<file path="src/sv/hdu_pkg.sv">
// ----------------------------------------------------------------------------
// hdu_pkg: shared types and constants
// Phase codes, state and result records, and the fixed field widths of the
// half-duplex 8N1 transceiver.
// ----------------------------------------------------------------------------
package hdu_pkg;

  localparam int unsigned CntW   = 16;
  localparam int unsigned ByteW  = 8;
  localparam int unsigned BitIdxW = 4;

  // Bit index values that mark the data bits and the two tail slots.
  localparam logic [BitIdxW-1:0] BitIdxFirst = BitIdxW'(0);
  localparam logic [BitIdxW-1:0] BitIdxData  = BitIdxW'(ByteW);      // all data bits done
  localparam logic [BitIdxW-1:0] BitIdxStop  = BitIdxW'(ByteW + 1);  // in stop slot

  localparam logic [CntW-1:0] BitPeriodRst = 16'd416;
  localparam logic [CntW-1:0] StartWaitRst = 16'd624;

  // Register indexes of the configuration port.
  localparam logic CfgBitPeriod = 1'b0;
  localparam logic CfgStartWait = 1'b1;

  typedef enum logic [1:0] {
    PH_IDLE = 2'd0,
    PH_RX   = 2'd1,
    PH_TX   = 2'd2
  } phase_e;

  typedef struct packed {
    phase_e              phase;
    logic [CntW-1:0]     cycle_count;
    logic [BitIdxW-1:0]  bit_index;
    logic [ByteW-1:0]    shift_reg;
    logic                line_out;
    logic [ByteW-1:0]    held_rx_byte;
  } uart_state_t;

  typedef struct packed {
    logic [CntW-1:0] bit_period;
    logic [CntW-1:0] start_wait;
  } uart_cfg_t;

  typedef struct packed {
    logic             rx_line;
    logic             send_go;
    logic [ByteW-1:0] send_byte;
  } uart_in_t;

  typedef struct packed {
    logic             tx_line;
    logic [ByteW-1:0] rx_byte;
    logic             rx_done;
    logic             tx_done;
    logic             busy_res;
  } uart_res_t;

endpackage

</file>
<file path="src/sv/hdu_step.sv">
// ----------------------------------------------------------------------------
// hdu_step: combinational transceiver update
// Computes the next state and the result for one line sample / send request.
// ----------------------------------------------------------------------------
module hdu_step (
  input  hdu_pkg::uart_state_t cur_i,
  input  hdu_pkg::uart_cfg_t   cfg_i,
  input  hdu_pkg::uart_in_t    in_i,
  output hdu_pkg::uart_state_t nxt_o,
  output hdu_pkg::uart_res_t   res_o
);

  logic [hdu_pkg::CntW-1:0] cnt_inc;
  logic [hdu_pkg::CntW-1:0] limit;
  logic                     tick;
  logic                     rx_done;
  logic                     tx_done;

  assign cnt_inc = cur_i.cycle_count + hdu_pkg::CntW'(1);
  assign limit   = (cur_i.phase == hdu_pkg::PH_RX && cur_i.bit_index == hdu_pkg::BitIdxFirst)
                   ? cfg_i.start_wait : cfg_i.bit_period;
  // Wrap of the counter counts as a tick, so a zero limit ticks every cycle.
  assign tick    = (cnt_inc >= limit) || (cnt_inc == '0);

  always_comb begin
    nxt_o   = cur_i;
    rx_done = 1'b0;
    tx_done = 1'b0;
    unique case (cur_i.phase)
      hdu_pkg::PH_RX: begin
        nxt_o.cycle_count = tick ? '0 : cnt_inc;
        if (cur_i.bit_index < hdu_pkg::BitIdxData) begin
          if (tick) begin
            nxt_o.shift_reg = {in_i.rx_line, cur_i.shift_reg[hdu_pkg::ByteW-1:1]};
            nxt_o.bit_index = cur_i.bit_index + hdu_pkg::BitIdxW'(1);
          end
        end else if (cur_i.bit_index == hdu_pkg::BitIdxData) begin
          if (tick) begin
            nxt_o.bit_index = hdu_pkg::BitIdxStop;
          end
        end else if (in_i.rx_line || tick) begin
          // Stop wait ends early on a high line.
          nxt_o.held_rx_byte = cur_i.shift_reg;
          rx_done            = 1'b1;
          nxt_o.phase        = hdu_pkg::PH_IDLE;
          nxt_o.cycle_count  = '0;
          nxt_o.bit_index    = hdu_pkg::BitIdxFirst;
        end
      end
      hdu_pkg::PH_TX: begin
        nxt_o.cycle_count = tick ? '0 : cnt_inc;
        if (tick) begin
          if (cur_i.bit_index < hdu_pkg::BitIdxData) begin
            nxt_o.line_out  = cur_i.shift_reg[0];
            nxt_o.shift_reg = {1'b0, cur_i.shift_reg[hdu_pkg::ByteW-1:1]};
            nxt_o.bit_index = cur_i.bit_index + hdu_pkg::BitIdxW'(1);
          end else if (cur_i.bit_index == hdu_pkg::BitIdxData) begin
            nxt_o.line_out  = 1'b1;
            nxt_o.bit_index = hdu_pkg::BitIdxStop;
          end else begin
            nxt_o.line_out  = 1'b1;
            tx_done         = 1'b1;
            nxt_o.phase     = hdu_pkg::PH_IDLE;
            nxt_o.bit_index = hdu_pkg::BitIdxFirst;
          end
        end
      end
      default: begin
        // Idle, and the unused code behaves as idle; a low line wins over send.
        nxt_o.phase    = hdu_pkg::PH_IDLE;
        nxt_o.line_out = 1'b1;
        if (!in_i.rx_line) begin
          nxt_o.phase       = hdu_pkg::PH_RX;
          nxt_o.cycle_count = '0;
          nxt_o.bit_index   = hdu_pkg::BitIdxFirst;
          nxt_o.shift_reg   = '0;
        end else if (in_i.send_go) begin
          nxt_o.phase       = hdu_pkg::PH_TX;
          nxt_o.cycle_count = '0;
          nxt_o.bit_index   = hdu_pkg::BitIdxFirst;
          nxt_o.shift_reg   = in_i.send_byte;
          nxt_o.line_out    = 1'b0;
        end
      end
    endcase
  end

  always_comb begin
    res_o.tx_line  = nxt_o.line_out;
    res_o.rx_byte  = nxt_o.held_rx_byte;
    res_o.rx_done  = rx_done;
    res_o.tx_done  = tx_done;
    res_o.busy_res = (nxt_o.phase != hdu_pkg::PH_IDLE);
  end

endmodule

</file>
<file path="src/sv/half_duplex_uart_8n1.sv">
// ----------------------------------------------------------------------------
// half_duplex_uart_8n1: half-duplex 8N1 UART transceiver
// Cycle-stepped receiver and transmitter sharing one bit timer and shift reg.
// ----------------------------------------------------------------------------
// Each input request is one clock of the serial world: it carries the receive
// pin level and an optional send request with a byte. Every request yields
// exactly one result (transmit pin level, last received byte, done strobes and
// busy). The block takes one request per cycle while the output register is empty
// or being drained: the transceiver state updates in the accepting cycle through a
// single combinational step, and the result goes into an output register, so a new
// request is taken while a result still waits as long as the downstream side takes
// it in the same cycle. Throughput is limited only by downstream backpressure.
// Reception starts on a low line while idle; the first data sample comes
// start_wait requests after that, then one every bit_period. Sending while
// busy is ignored. Write configuration only while idle.
module half_duplex_uart_8n1 (
  input  logic        clk_i,
  input  logic        rst_ni,
  // Configuration write port
  input  logic        cfg_we_i,
  input  logic        cfg_addr_i,
  input  logic [15:0] cfg_wdata_i,
  // Request stream
  input  logic        s_axis_tvalid,
  output logic        s_axis_tready,
  input  logic [15:0] s_axis_tdata,   // [0] rx_line, [1] send_go, [9:2] send_byte, rest 0
  // Result stream
  output logic        m_axis_tvalid,
  input  logic        m_axis_tready,
  output logic [15:0] m_axis_tdata    // [0] tx_line, [8:1] rx_byte, [9] rx_done,
                                      // [10] tx_done, [11] busy_res, rest 0
);

  hdu_pkg::uart_cfg_t   cfg_q;
  hdu_pkg::uart_state_t state_q, state_d;
  hdu_pkg::uart_res_t   res_q, res_d;
  hdu_pkg::uart_in_t    req;
  logic                 out_valid_q;
  logic                 in_fire;

  // Accept while the output slot is empty or being drained this cycle.
  assign s_axis_tready = !out_valid_q || m_axis_tready;
  assign in_fire       = s_axis_tvalid && s_axis_tready;

  assign req.rx_line   = s_axis_tdata[0];
  assign req.send_go   = s_axis_tdata[1];
  assign req.send_byte = s_axis_tdata[9:2];

  always_ff @(posedge clk_i or negedge rst_ni) begin
    if (!rst_ni) begin
      cfg_q.bit_period <= hdu_pkg::BitPeriodRst;
      cfg_q.start_wait <= hdu_pkg::StartWaitRst;
    end else if (cfg_we_i) begin
      unique case (cfg_addr_i)
        hdu_pkg::CfgBitPeriod: cfg_q.bit_period <= cfg_wdata_i;
        hdu_pkg::CfgStartWait: cfg_q.start_wait <= cfg_wdata_i;
        default: ;
      endcase
    end
  end

  hdu_step u_step (
    .cur_i (state_q),
    .cfg_i (cfg_q),
    .in_i  (req),
    .nxt_o (state_d),
    .res_o (res_d)
  );

  // Advance the transceiver only on an accepted request.
  always_ff @(posedge clk_i or negedge rst_ni) begin
    if (!rst_ni) begin
      state_q.phase        <= hdu_pkg::PH_IDLE;
      state_q.cycle_count  <= '0;
      state_q.bit_index    <= '0;
      state_q.shift_reg    <= '0;
      state_q.line_out     <= 1'b1;
      state_q.held_rx_byte <= '0;
    end else if (in_fire) begin
      state_q <= state_d;
    end
  end

  // Output register: load on accept, drop valid once taken.
  always_ff @(posedge clk_i or negedge rst_ni) begin
    if (!rst_ni) begin
      out_valid_q <= 1'b0;
    end else if (in_fire) begin
      out_valid_q <= 1'b1;
    end else if (m_axis_tready) begin
      out_valid_q <= 1'b0;
    end
  end

  always_ff @(posedge clk_i) begin
    if (in_fire) begin
      res_q <= res_d;
    end
  end

  assign m_axis_tvalid = out_valid_q;
  assign m_axis_tdata  = {4'b0, res_q.busy_res, res_q.tx_done, res_q.rx_done,
                          res_q.rx_byte, res_q.tx_line};

  // An idle transceiver always sits at the first bit slot.
  a_idle_index: assert property (@(posedge clk_i) disable iff (!rst_ni)
    (state_q.phase == hdu_pkg::PH_IDLE) |-> (state_q.bit_index == hdu_pkg::BitIdxFirst))
    else $error("idle with nonzero bit index");

  // The pin only leaves the idle level while transmitting.
  a_tx_idle_high: assert property (@(posedge clk_i) disable iff (!rst_ni)
    (state_q.phase != hdu_pkg::PH_TX) |-> state_q.line_out)
    else $error("tx line low outside transmission");

  // Half duplex: at most one completion per result, and never while busy.
  a_done_excl: assert property (@(posedge clk_i) disable iff (!rst_ni)
    out_valid_q |-> !(res_q.rx_done && res_q.tx_done)
                    && !((res_q.rx_done || res_q.tx_done) && res_q.busy_res))
    else $error("conflicting completion flags");

  // Bit index never runs past the stop slot.
  a_index_range: assert property (@(posedge clk_i) disable iff (!rst_ni)
    state_q.bit_index <= hdu_pkg::BitIdxStop)
    else $error("bit index out of range");

  // State holds when no request is accepted.
  a_state_hold: assert property (@(posedge clk_i) disable iff (!rst_ni)
    !in_fire |=> $stable(state_q))
    else $error("state moved without a request");

endmodule

</file>
<file path="config.mk">
export PLATFORM = sky130hd
export DESIGN_NAME = half_duplex_uart_8n1
export DESIGN_NICKNAME = d
export VERILOG_FILES = /design/src/sv/hdu_pkg.sv /design/src/sv/hdu_step.sv /design/src/sv/half_duplex_uart_8n1.sv
export SDC_FILE = /design/constraint.sdc
export NUM_CORES = 1
export LEC_CHECK = 0
export BUFFER_PORTS_ARGS = -buffer_cell sky130_fd_sc_hd__buf_2
export CORE_AREA = 2 2 130 132
export CTS_CLUSTER_DIAMETER = 120
export DETAILED_ROUTE_END_ITERATION = 16
export DIE_AREA = 0 0 132 134
export HOLD_SLACK_MARGIN = 0.05
export PLACE_DENSITY_LB_ADDON = 0.15
export RECOVER_POWER = 25
export SYNTH_ARGS = -nofsm -noshare
export SYNTH_HDL_FRONTEND = slang
export SYNTH_SLANG_ARGS = --single-unit
</file>
<file path="constraint.sdc">
create_clock -name clk_i -period 10.6 [get_ports clk_i]
set_input_delay 2.12 -clock clk_i [delete_from_list [all_inputs] [get_ports clk_i]]
set_output_delay 2.12 -clock clk_i [all_outputs]
set_load 0.01 [all_outputs]
</file>
==> out/qor.yml, run 1 <==
floorplanning:
  dieArea_um2: 17700
  initial_core_util_pct: 29.3
  die_y_um: 134
  ios: 56
  die_w_um: 132
  fp.coreArea_um2: 16300
  rows: 47
yosys:
  netlist-cell-type-count: 67
  async_reset_ff_share_pct: 85.7
  ys_top_cells_by_count: "dfrtp_1 (64), mux2_2 (53), ha_1 (22), nand2_1 (22), mux2i_1 (19)"
  yosysMostFrequentCell: "dfrtp_1"
  synth_seq_cells: 84
  synth_area_leaders: "dfrtp_1 (33%), mux2_2 (12%), edfxtp_1 (7.5%)"
  avgSynthCellArea_um2: 11.5
  syn_inst: 417
  yosysSeqAreaShare_pct: 45.4
  yosysTopAreaCell: "dfrtp_1"
  syn_area_um2: 4780
  synth_top_area_share_pct: 33.5
  synthFlopType: "dfrtp_1"
  synth_edf_count: 12
  ys_warn_count: 0
sta:
  timing.fmax_mhz: 179
  finalMaxSlewViolations: 73
  relSlewSlack_pct: -171
  setup_tns_ps: 0
  finalCriticalPeriod_ps: 5570
  fin_crit_sh_pct: 52.6
  rsz0062_at_grt: "no"
  holdWs_ps: 483
  tightest_slew_ps: 4060
  setup_viol: 0
  finalClockSkew_ps: 7.38
  timing.final.ws_setup_ps: 5030
  hold_violations: 0
setup_path:
  slowest_delay_ps: 2830
  r2r_cells: 14
  cp_cell_sequence: "buf_2 -> clkbuf_1"
  cpMaxStageDelayCell: "clkbuf_1"
  crit_required_ps: 10110
  cp-end-kind: "async pin"
  crit_buf_inv: 2
  critPathTopFamily: "buffers and inverters"
  path_max_fanout: 72
  cp-start-kind: "input pin"
  crit_arrival_ps: 5080
  crit_type: "in -> async"
  crit_cells: 2
layout:
  fillers: 1689
  num-nets-final: 514
  drive_gt1_share_pct: 31.2
  syn_to_final_growth_pct: 14.8
  antennaDiodeCount: 0
  finalNonFillerCells: 679
min_path:
  hold_depth: 1
  hp-class: "reg -> reg"
detailed_routing:
  viasPerCell: 4.84
  wl_per_cell_um: 15.3
  postRouteAntennaNets: 0
  first_pass_iters: 4
  drc_errors: 0
  dr.first_iter.drc_count: 88
  wl_mm: 10.4
  vias: 3285
clock_network:
  numCtsBuffers: 9
  ctsHoldBuffers: 0
  ctsRootBufferMaster: "clkbuf_16"
  clkSinkCount: 84
  post-cts-setup-buffers: 0
  clock_path_buffers: 2
  tritoncts: "yes"
  cts.clk_slew.worst_paths_ps: 60
  insertion_delay_ps: 350
  htreeDepth: 3
  cts_resized: 0
place:
  dpl.cell_count: 663
  port_buffers: 45
  dp_slack_ps: 5900
  hpwl_mm: 7.22
  gp_congestion: 0.779
power_and_ir_drop:
  powerDensity_nw_per_um2: 186
  vdd_ir_drop_max_mv: 0.0910
  leakage_nw: 2.43
run:
  maxCapViolations: 1
status:
  violations: "capacitance limit, slew limit"
  status: "finished with violations"
global_routing:
  grt_pass1_wl_mm: 17.6
  antenna_found_initial: 0
  grt.total_usage_pct: 12.5
  first_global_vias: 3423
  grt_max_degree: 73
  overflow: 0
-- kinds of logic (layout without fill, tap and decap cells) --
group                    Yosys count  after routing  share of synthesized area, %
flip-flops                        84             84                          45.4
AO/OA/AOI/OAI                     75             75                          12.5
AND/OR/NAND/NOR                  105            105                          12.5
other                              1              4                        0.0784
buffers and inverters             42             81                          4.03
adder cells (fa/ha/maj)           22             22                          5.76
multiplexers                      76             76                          17.5
XOR/XNOR                          12             12                          2.20
-- cell usage in the layout (no fill, tap or decap), drive strengths merged, types with 2 or more instances in the layout --
cell type and n:
dfrtp 64, mux2 57, buf 46, nand2 22
ha 22, o21ai 20, mux2i 19, nor2 17
inv 17, a32o 15, clkbuf 14, edfxtp 12
nand3 11, nor3 10, nand4 9, nand2b 8
dfstp 8, xnor2 7, a21oi 7, xor2 5
or2 5, and3 5, or3 5, a211oi 5
o211ai 4, a31oi 4, conb 4, nor4 4
nor2b 3, a21o 3, o31ai 2, clkinv 2
-- registers in the layout (all words and copies together) (netlist names) --
signal         flops
cfg_q             32
m_axis_tdata      12
m_axis_tvalid      1
state_q           39
-- per-layer routing --
layer  routed length [um]  track usage, %
met5                    0               0
met4                  148            3.80
met3                  414            3.33
met2                 4800            20.7
met1                 5010            16.2
-- cell type report --
cell class / count / area (um2) / area share (%)
Multi-Input combinational cell: 294 / 2440 / 44.5
Sequential cell: 84 / 2170 / 39.6
Tap cell: 220 / 275 / 5.02
Clock buffer: 12 / 246 / 4.49
Timing Repair Buffer: 48 / 240 / 4.38
Inverter: 17 / 63.8 / 1.16
Clock inverter: 4 / 48.8 / 0.889
-- metrics by stage --
| stage | cell area, um2 | util (%) | power, mW |
|---|---|---|---|
| after floorplan | 4790 | - | 0.624 |
| after global placement | 5200 | 31.9 | 0.705 |
| after detailed placement | 5200 | 31.9 | 0.709 |
| after CTS | 5500 | 33.7 | 1.04 |
| after global routing | 5490 | 33.7 | 1.09 |
| final | 5490 | 33.7 | 1.02 |
-- power by group --
part	internal [mW]	switching [mW]	total, mW
logic	0.122	0.165	0.287
registers	0.380	0.0324	0.412
clock network	0.189	0.131	0.320
total	0.690	0.329	1.02
-- path summary, 6_finish.rpt --
check	start	end	slack, ps
setup / recovery	rst_ni	cfg_q[8]$_DFFE_PN0P_	5030
hold / removal	state_q[7]$_DFFE_PN0P_	state_q[7]$_DFFE_PN0P_	480
setup reg to reg	state_q[38]$_DFFE_PN0P_	m_axis_tdata[8]$_DFFE_PP_	6000
hold reg to reg	state_q[7]$_DFFE_PN0P_	state_q[7]$_DFFE_PN0P_	480
max in group clk_i	m_axis_tready	s_axis_tready	5940
min in group asynchronous	rst_ni	m_axis_tvalid$_DFFE_PN0P_	3310
(Power assumes the default switching activity.)
==> inputs of run 2 (changes only) <==
- ABC_AREA: not set -> 1
- CORE_AREA: 2 2 130 132 -> 2 2 132 134
- DIE_AREA: 0 0 132 134 -> 0 0 134 136
- clock period: 10.6 -> 5.7 ns (I/O delays scaled with it)
==> out/qor.yml, run 2 <==
detailed_routing:
  wl_per_cell_um: 12.5  # was 15.3 um
  wl_mm: 10.9  # was 10.4 mm
  drc_errors: 0  # unchanged
  dr.first_iter.drc_count: 242  # was 88
  vias: 3887  # was 3285
  viasPerCell: 4.47  # was 4.84
  postRouteAntennaNets: 0  # unchanged
  first_pass_iters: 5  # was 4
setup_path:
  crit_required_ps: 5970  # was 10110 ps
  cpMaxStageDelayCell: "nand4_1"  # was clkbuf_1
  crit_buf_inv: 3  # was 2
  cp-end-kind: "flip-flop"  # was async pin
  crit_path_frequent_cell: "nand2_1"
  cp-start-kind: "flip-flop"  # was input pin
  critPathTopFamily: "simple AND/OR/NAND/NOR gates"  # was buffers and inverters
  crit_arrival_ps: 4680  # was 5080 ps
  slowest_delay_ps: 700  # was 2830 ps
  crit_type: "reg -> reg"  # was in -> async
  path_max_fanout: 12  # was 72
  cp_cell_sequence: "inv_1 -> ha_1 -> nand4_1 -> buf_4 -> mux2i_1 -> ha_1 -> nand2_1 -> inv_1 -> a31oi_1 -> o21ai_0 -> nor2_1 -> nand2_1 -> nor2_1 -> nand4_1 -> nand2_1 -> nand2_2 -> a21oi_1"  # was buf_2 -> clkbuf_1
clock_network:
  ctsHoldBuffers: 0  # unchanged
  clock_path_buffers: 2  # unchanged
  tritoncts: "yes"  # unchanged
  insertion_delay_ps: 350  # about the same
  clkSinkCount: 84  # unchanged
  cts_resized: 0  # unchanged
  cts.clk_slew.worst_paths_ps: 70  # was 60 ps
  numCtsBuffers: 9  # unchanged
  htreeDepth: 3  # unchanged
  ctsRootBufferMaster: "clkbuf_16"  # unchanged
  post-cts-setup-buffers: 0  # unchanged
power_and_ir_drop:
  clockPowerShare_pct: 32.0  # was 31.4%
  combPwrFrac_pct: 29.7  # was 28.2%
  power_frac_seq_pct: 38.3  # was 40.4%
  sw_frac_of_total_pct: 35.2  # was 32.3%
  p_switching_uw: 726  # was 329 uW
  internal-power_mw: 1.34  # was 690 uW
  vdd_ir_drop_max_mv: 0.165  # was 0.0910 mV
  leakage_nw: 2.91  # was 2.43 nW
  powerDensity_nw_per_um2: 363  # was 186 nW/um2
layout:
  layout_common_cells: "nand2_1 (177), inv_1 (77), dfrtp_1 (64)"  # was dfrtp_1 (64), mux2_2 (53), buf_2 (45)
  drive_gt1_share_pct: 17.1  # was 31.2%
  top_register: "state_q"  # unchanged
  num-nets-final: 699  # was 514
  syn_to_final_growth_pct: 15.4  # was 14.8%
  layout_commonest_cell: "nand2_1"  # was dfrtp_1
  largest_reg_flops: 39  # unchanged
  finalNonFillerCells: 869  # was 679
  antennaDiodeCount: 0  # unchanged
sta:
  finalClockSkew_ps: 4.52  # was 7.38 ps
  fin_crit_sh_pct: 77.2
  finalMaxSlewViolations: 75  # was 73
  rsz0062_at_grt: "no"  # unchanged
  tightest_slew_ps: 2570  # was 4060 ps
  hold_violations: 0  # unchanged
  relSlewSlack_pct: -71.5  # was -171%
  timing.fmax_mhz: 227
  setup_tns_ps: 0  # unchanged
  finalCriticalPeriod_ps: 4400
  timing.final.ws_setup_ps: 1300  # was 5030 ps
  setup_viol: 0  # unchanged
floorplanning:
  ios: 56  # unchanged
  dieArea_um2: 18200  # was 17700 um2
  rows: 48  # was 47
  fp.coreArea_um2: 16900  # was 16300 um2
  die_w_um: 134  # was 132 um
  die_y_um: 136  # was 134 um
  initial_core_util_pct: 29.2  # was 29.3%
yosys:
  synthFlopType: "dfrtp_1"  # unchanged
  syn_area_um2: 4920  # was 4780 um2
  netlist-cell-type-count: 45  # was 67
  synth_top_area_share_pct: 32.6  # was 33.5%
  yosysSeqAreaShare_pct: 44.2  # was 45.4%
  async_reset_ff_share_pct: 85.7  # unchanged
  synth_area_leaders: "dfrtp_1 (33%), nand2_1 (14%), edfxtp_1 (7.3%)"  # was dfrtp_1 (33%), mux2_2 (12%), edfxtp_1 (7.5%)
  synth_edf_count: 12  # unchanged
  yosysMostFrequentCell: "nand2_1"  # was dfrtp_1
  synth_seq_cells: 84  # unchanged
  ys_top_cells_by_count: "nand2_1 (177), inv_1 (77), dfrtp_1 (64), o21ai_0 (41), nand3_1 (36)"  # was dfrtp_1 (64), mux2_2 (53), ha_1 (22), nand2_1 (22), mux2i_1 (19)
  avgSynthCellArea_um2: 8.28  # was 11.5 um2
  ys_warn_count: 0  # unchanged
  yosysTopAreaCell: "dfrtp_1"  # unchanged
  syn_inst: 594  # was 417
run:
  maxCapViolations: 2  # was 1
global_routing:
  antenna_found_initial: 0  # unchanged
  grt_pass1_wl_mm: 18.2  # was 17.6 mm
  first_global_vias: 3679  # was 3423
  grt_max_degree: 44  # was 73
  overflow: 0  # unchanged
  grt.total_usage_pct: 12.7  # was 12.5%
min_path:
  hp-class: "reg -> reg"  # unchanged
place:
  port_buffers: 45  # unchanged
  hpwl_mm: 7.83  # was 7.22 mm
  dp_slack_ps: 1210  # was 5900 ps
  gp_congestion: 0.812  # was 0.779
  dpl.cell_count: 853  # was 663
status:
  violations: "capacitance limit, slew limit"  # unchanged
  status: "finished with violations"  # unchanged
## run 2: kinds of logic (layout without fill, tap and decap cells)
kind of cell / after synthesis / count (layout) / synth area share, %
and+or+nand+nor: 294 / 294 / 28.4
buffers and inverters: 100 / 147 / 8.47
DFF: 84 / 84 / 44.2
AOI/OAI and AO/OA: 75 / 75 / 9.72
adders and majority gates: 22 / 22 / 5.60
muxes: 16 / 16 / 3.28
xor gates and xnor gates: 2 / 2 / 0.356
other: 1 / 4 / 0.0762
## run 2: per-stage QoR
| step | hold slack [ps] | instance area, um2 | power (mW) | util (%) |
|---|---|---|---|---|
| final | 481 | 5680 | 2.06 | 33.6 |
| after global routing | 503 | 5680 | 2.21 | 33.6 |
| after CTS | 485 | 5690 | 2.10 | 33.7 |
| after detailed placement | 465 | 5360 | 1.42 | 31.8 |
| after global placement | 462 | 5360 | 1.40 | 31.8 |
| after floorplan | 448 | 4930 | 1.25 | - |
## run 2: cell type report
cell class | count | area (um2)
Clock buffer | 9 | 225
Clock inverter | 7 | 108
Fill cell | 1775 | 11200
Inverter | 83 | 317
Multi-Input combinational cell | 413 | 2340
Sequential cell | 84 | 2170
Tap cell | 225 | 282
Timing Repair Buffer | 48 | 233
## run 2: metal layers
layer	vias up	share of wire [%]	global-route usage [%]
li1	2002	-	-
met1	1810	51	17.7
met2	66	44	18.7
met3	9	4.1	2.91
met4	0	1.2	5.44
met5	-	0	0
## run 2: power by group through the flow
stage / Sequential (mW) / Clock (mW) / Combinational, mW
after floorplan: 0.788 / 0 / 0.466
after global placement: 0.796 / 0 / 0.609
after detailed placement: 0.799 / 0 / 0.624
after CTS: 0.789 / 0.681 / 0.626
after global routing: 0.804 / 0.708 / 0.700
final: 0.789 / 0.661 / 0.613
## run 2: final timing paths
| check | from | endpoint | slack, ps | cells past startpoint |
|---|---|---|---|---|
| worst min-delay path | cfg_q[16]$_DFFE_PN0P_ | cfg_q[16]$_DFFE_PN0P_ | 480 | 2 |
| max in group asynchronous | rst_ni | state_q[13]$_DFFE_PN0P_ | 1450 | 2 |
| worst min register to register | cfg_q[16]$_DFFE_PN0P_ | cfg_q[16]$_DFFE_PN0P_ | 480 | 2 |
| min in group asynchronous | rst_ni | cfg_q[25]$_DFFE_PN0P_ | 1150 | 1 |
| worst max-delay path | state_q[38]$_DFFE_PN0P_ | state_q[21]$_DFFE_PN0P_ | 1300 | 17 |
| worst max register to register | state_q[38]$_DFFE_PN0P_ | state_q[21]$_DFFE_PN0P_ | 1300 | 17 |
## run 2: worst reg2reg max path: stages, from the launching register on
cell	delay, ps
dfrtp_1	420
inv_1	90
ha_1	320
nand4_1	700
buf_4	460
mux2i_1	190
ha_1	270
nand2_1	70
inv_1	50
a31oi_1	130
o21ai_0	100
nor2_1	120
nand2_1	60
nor2_1	450
nand4_1	200
nand2_1	220
nand2_2	280
a21oi_1	220
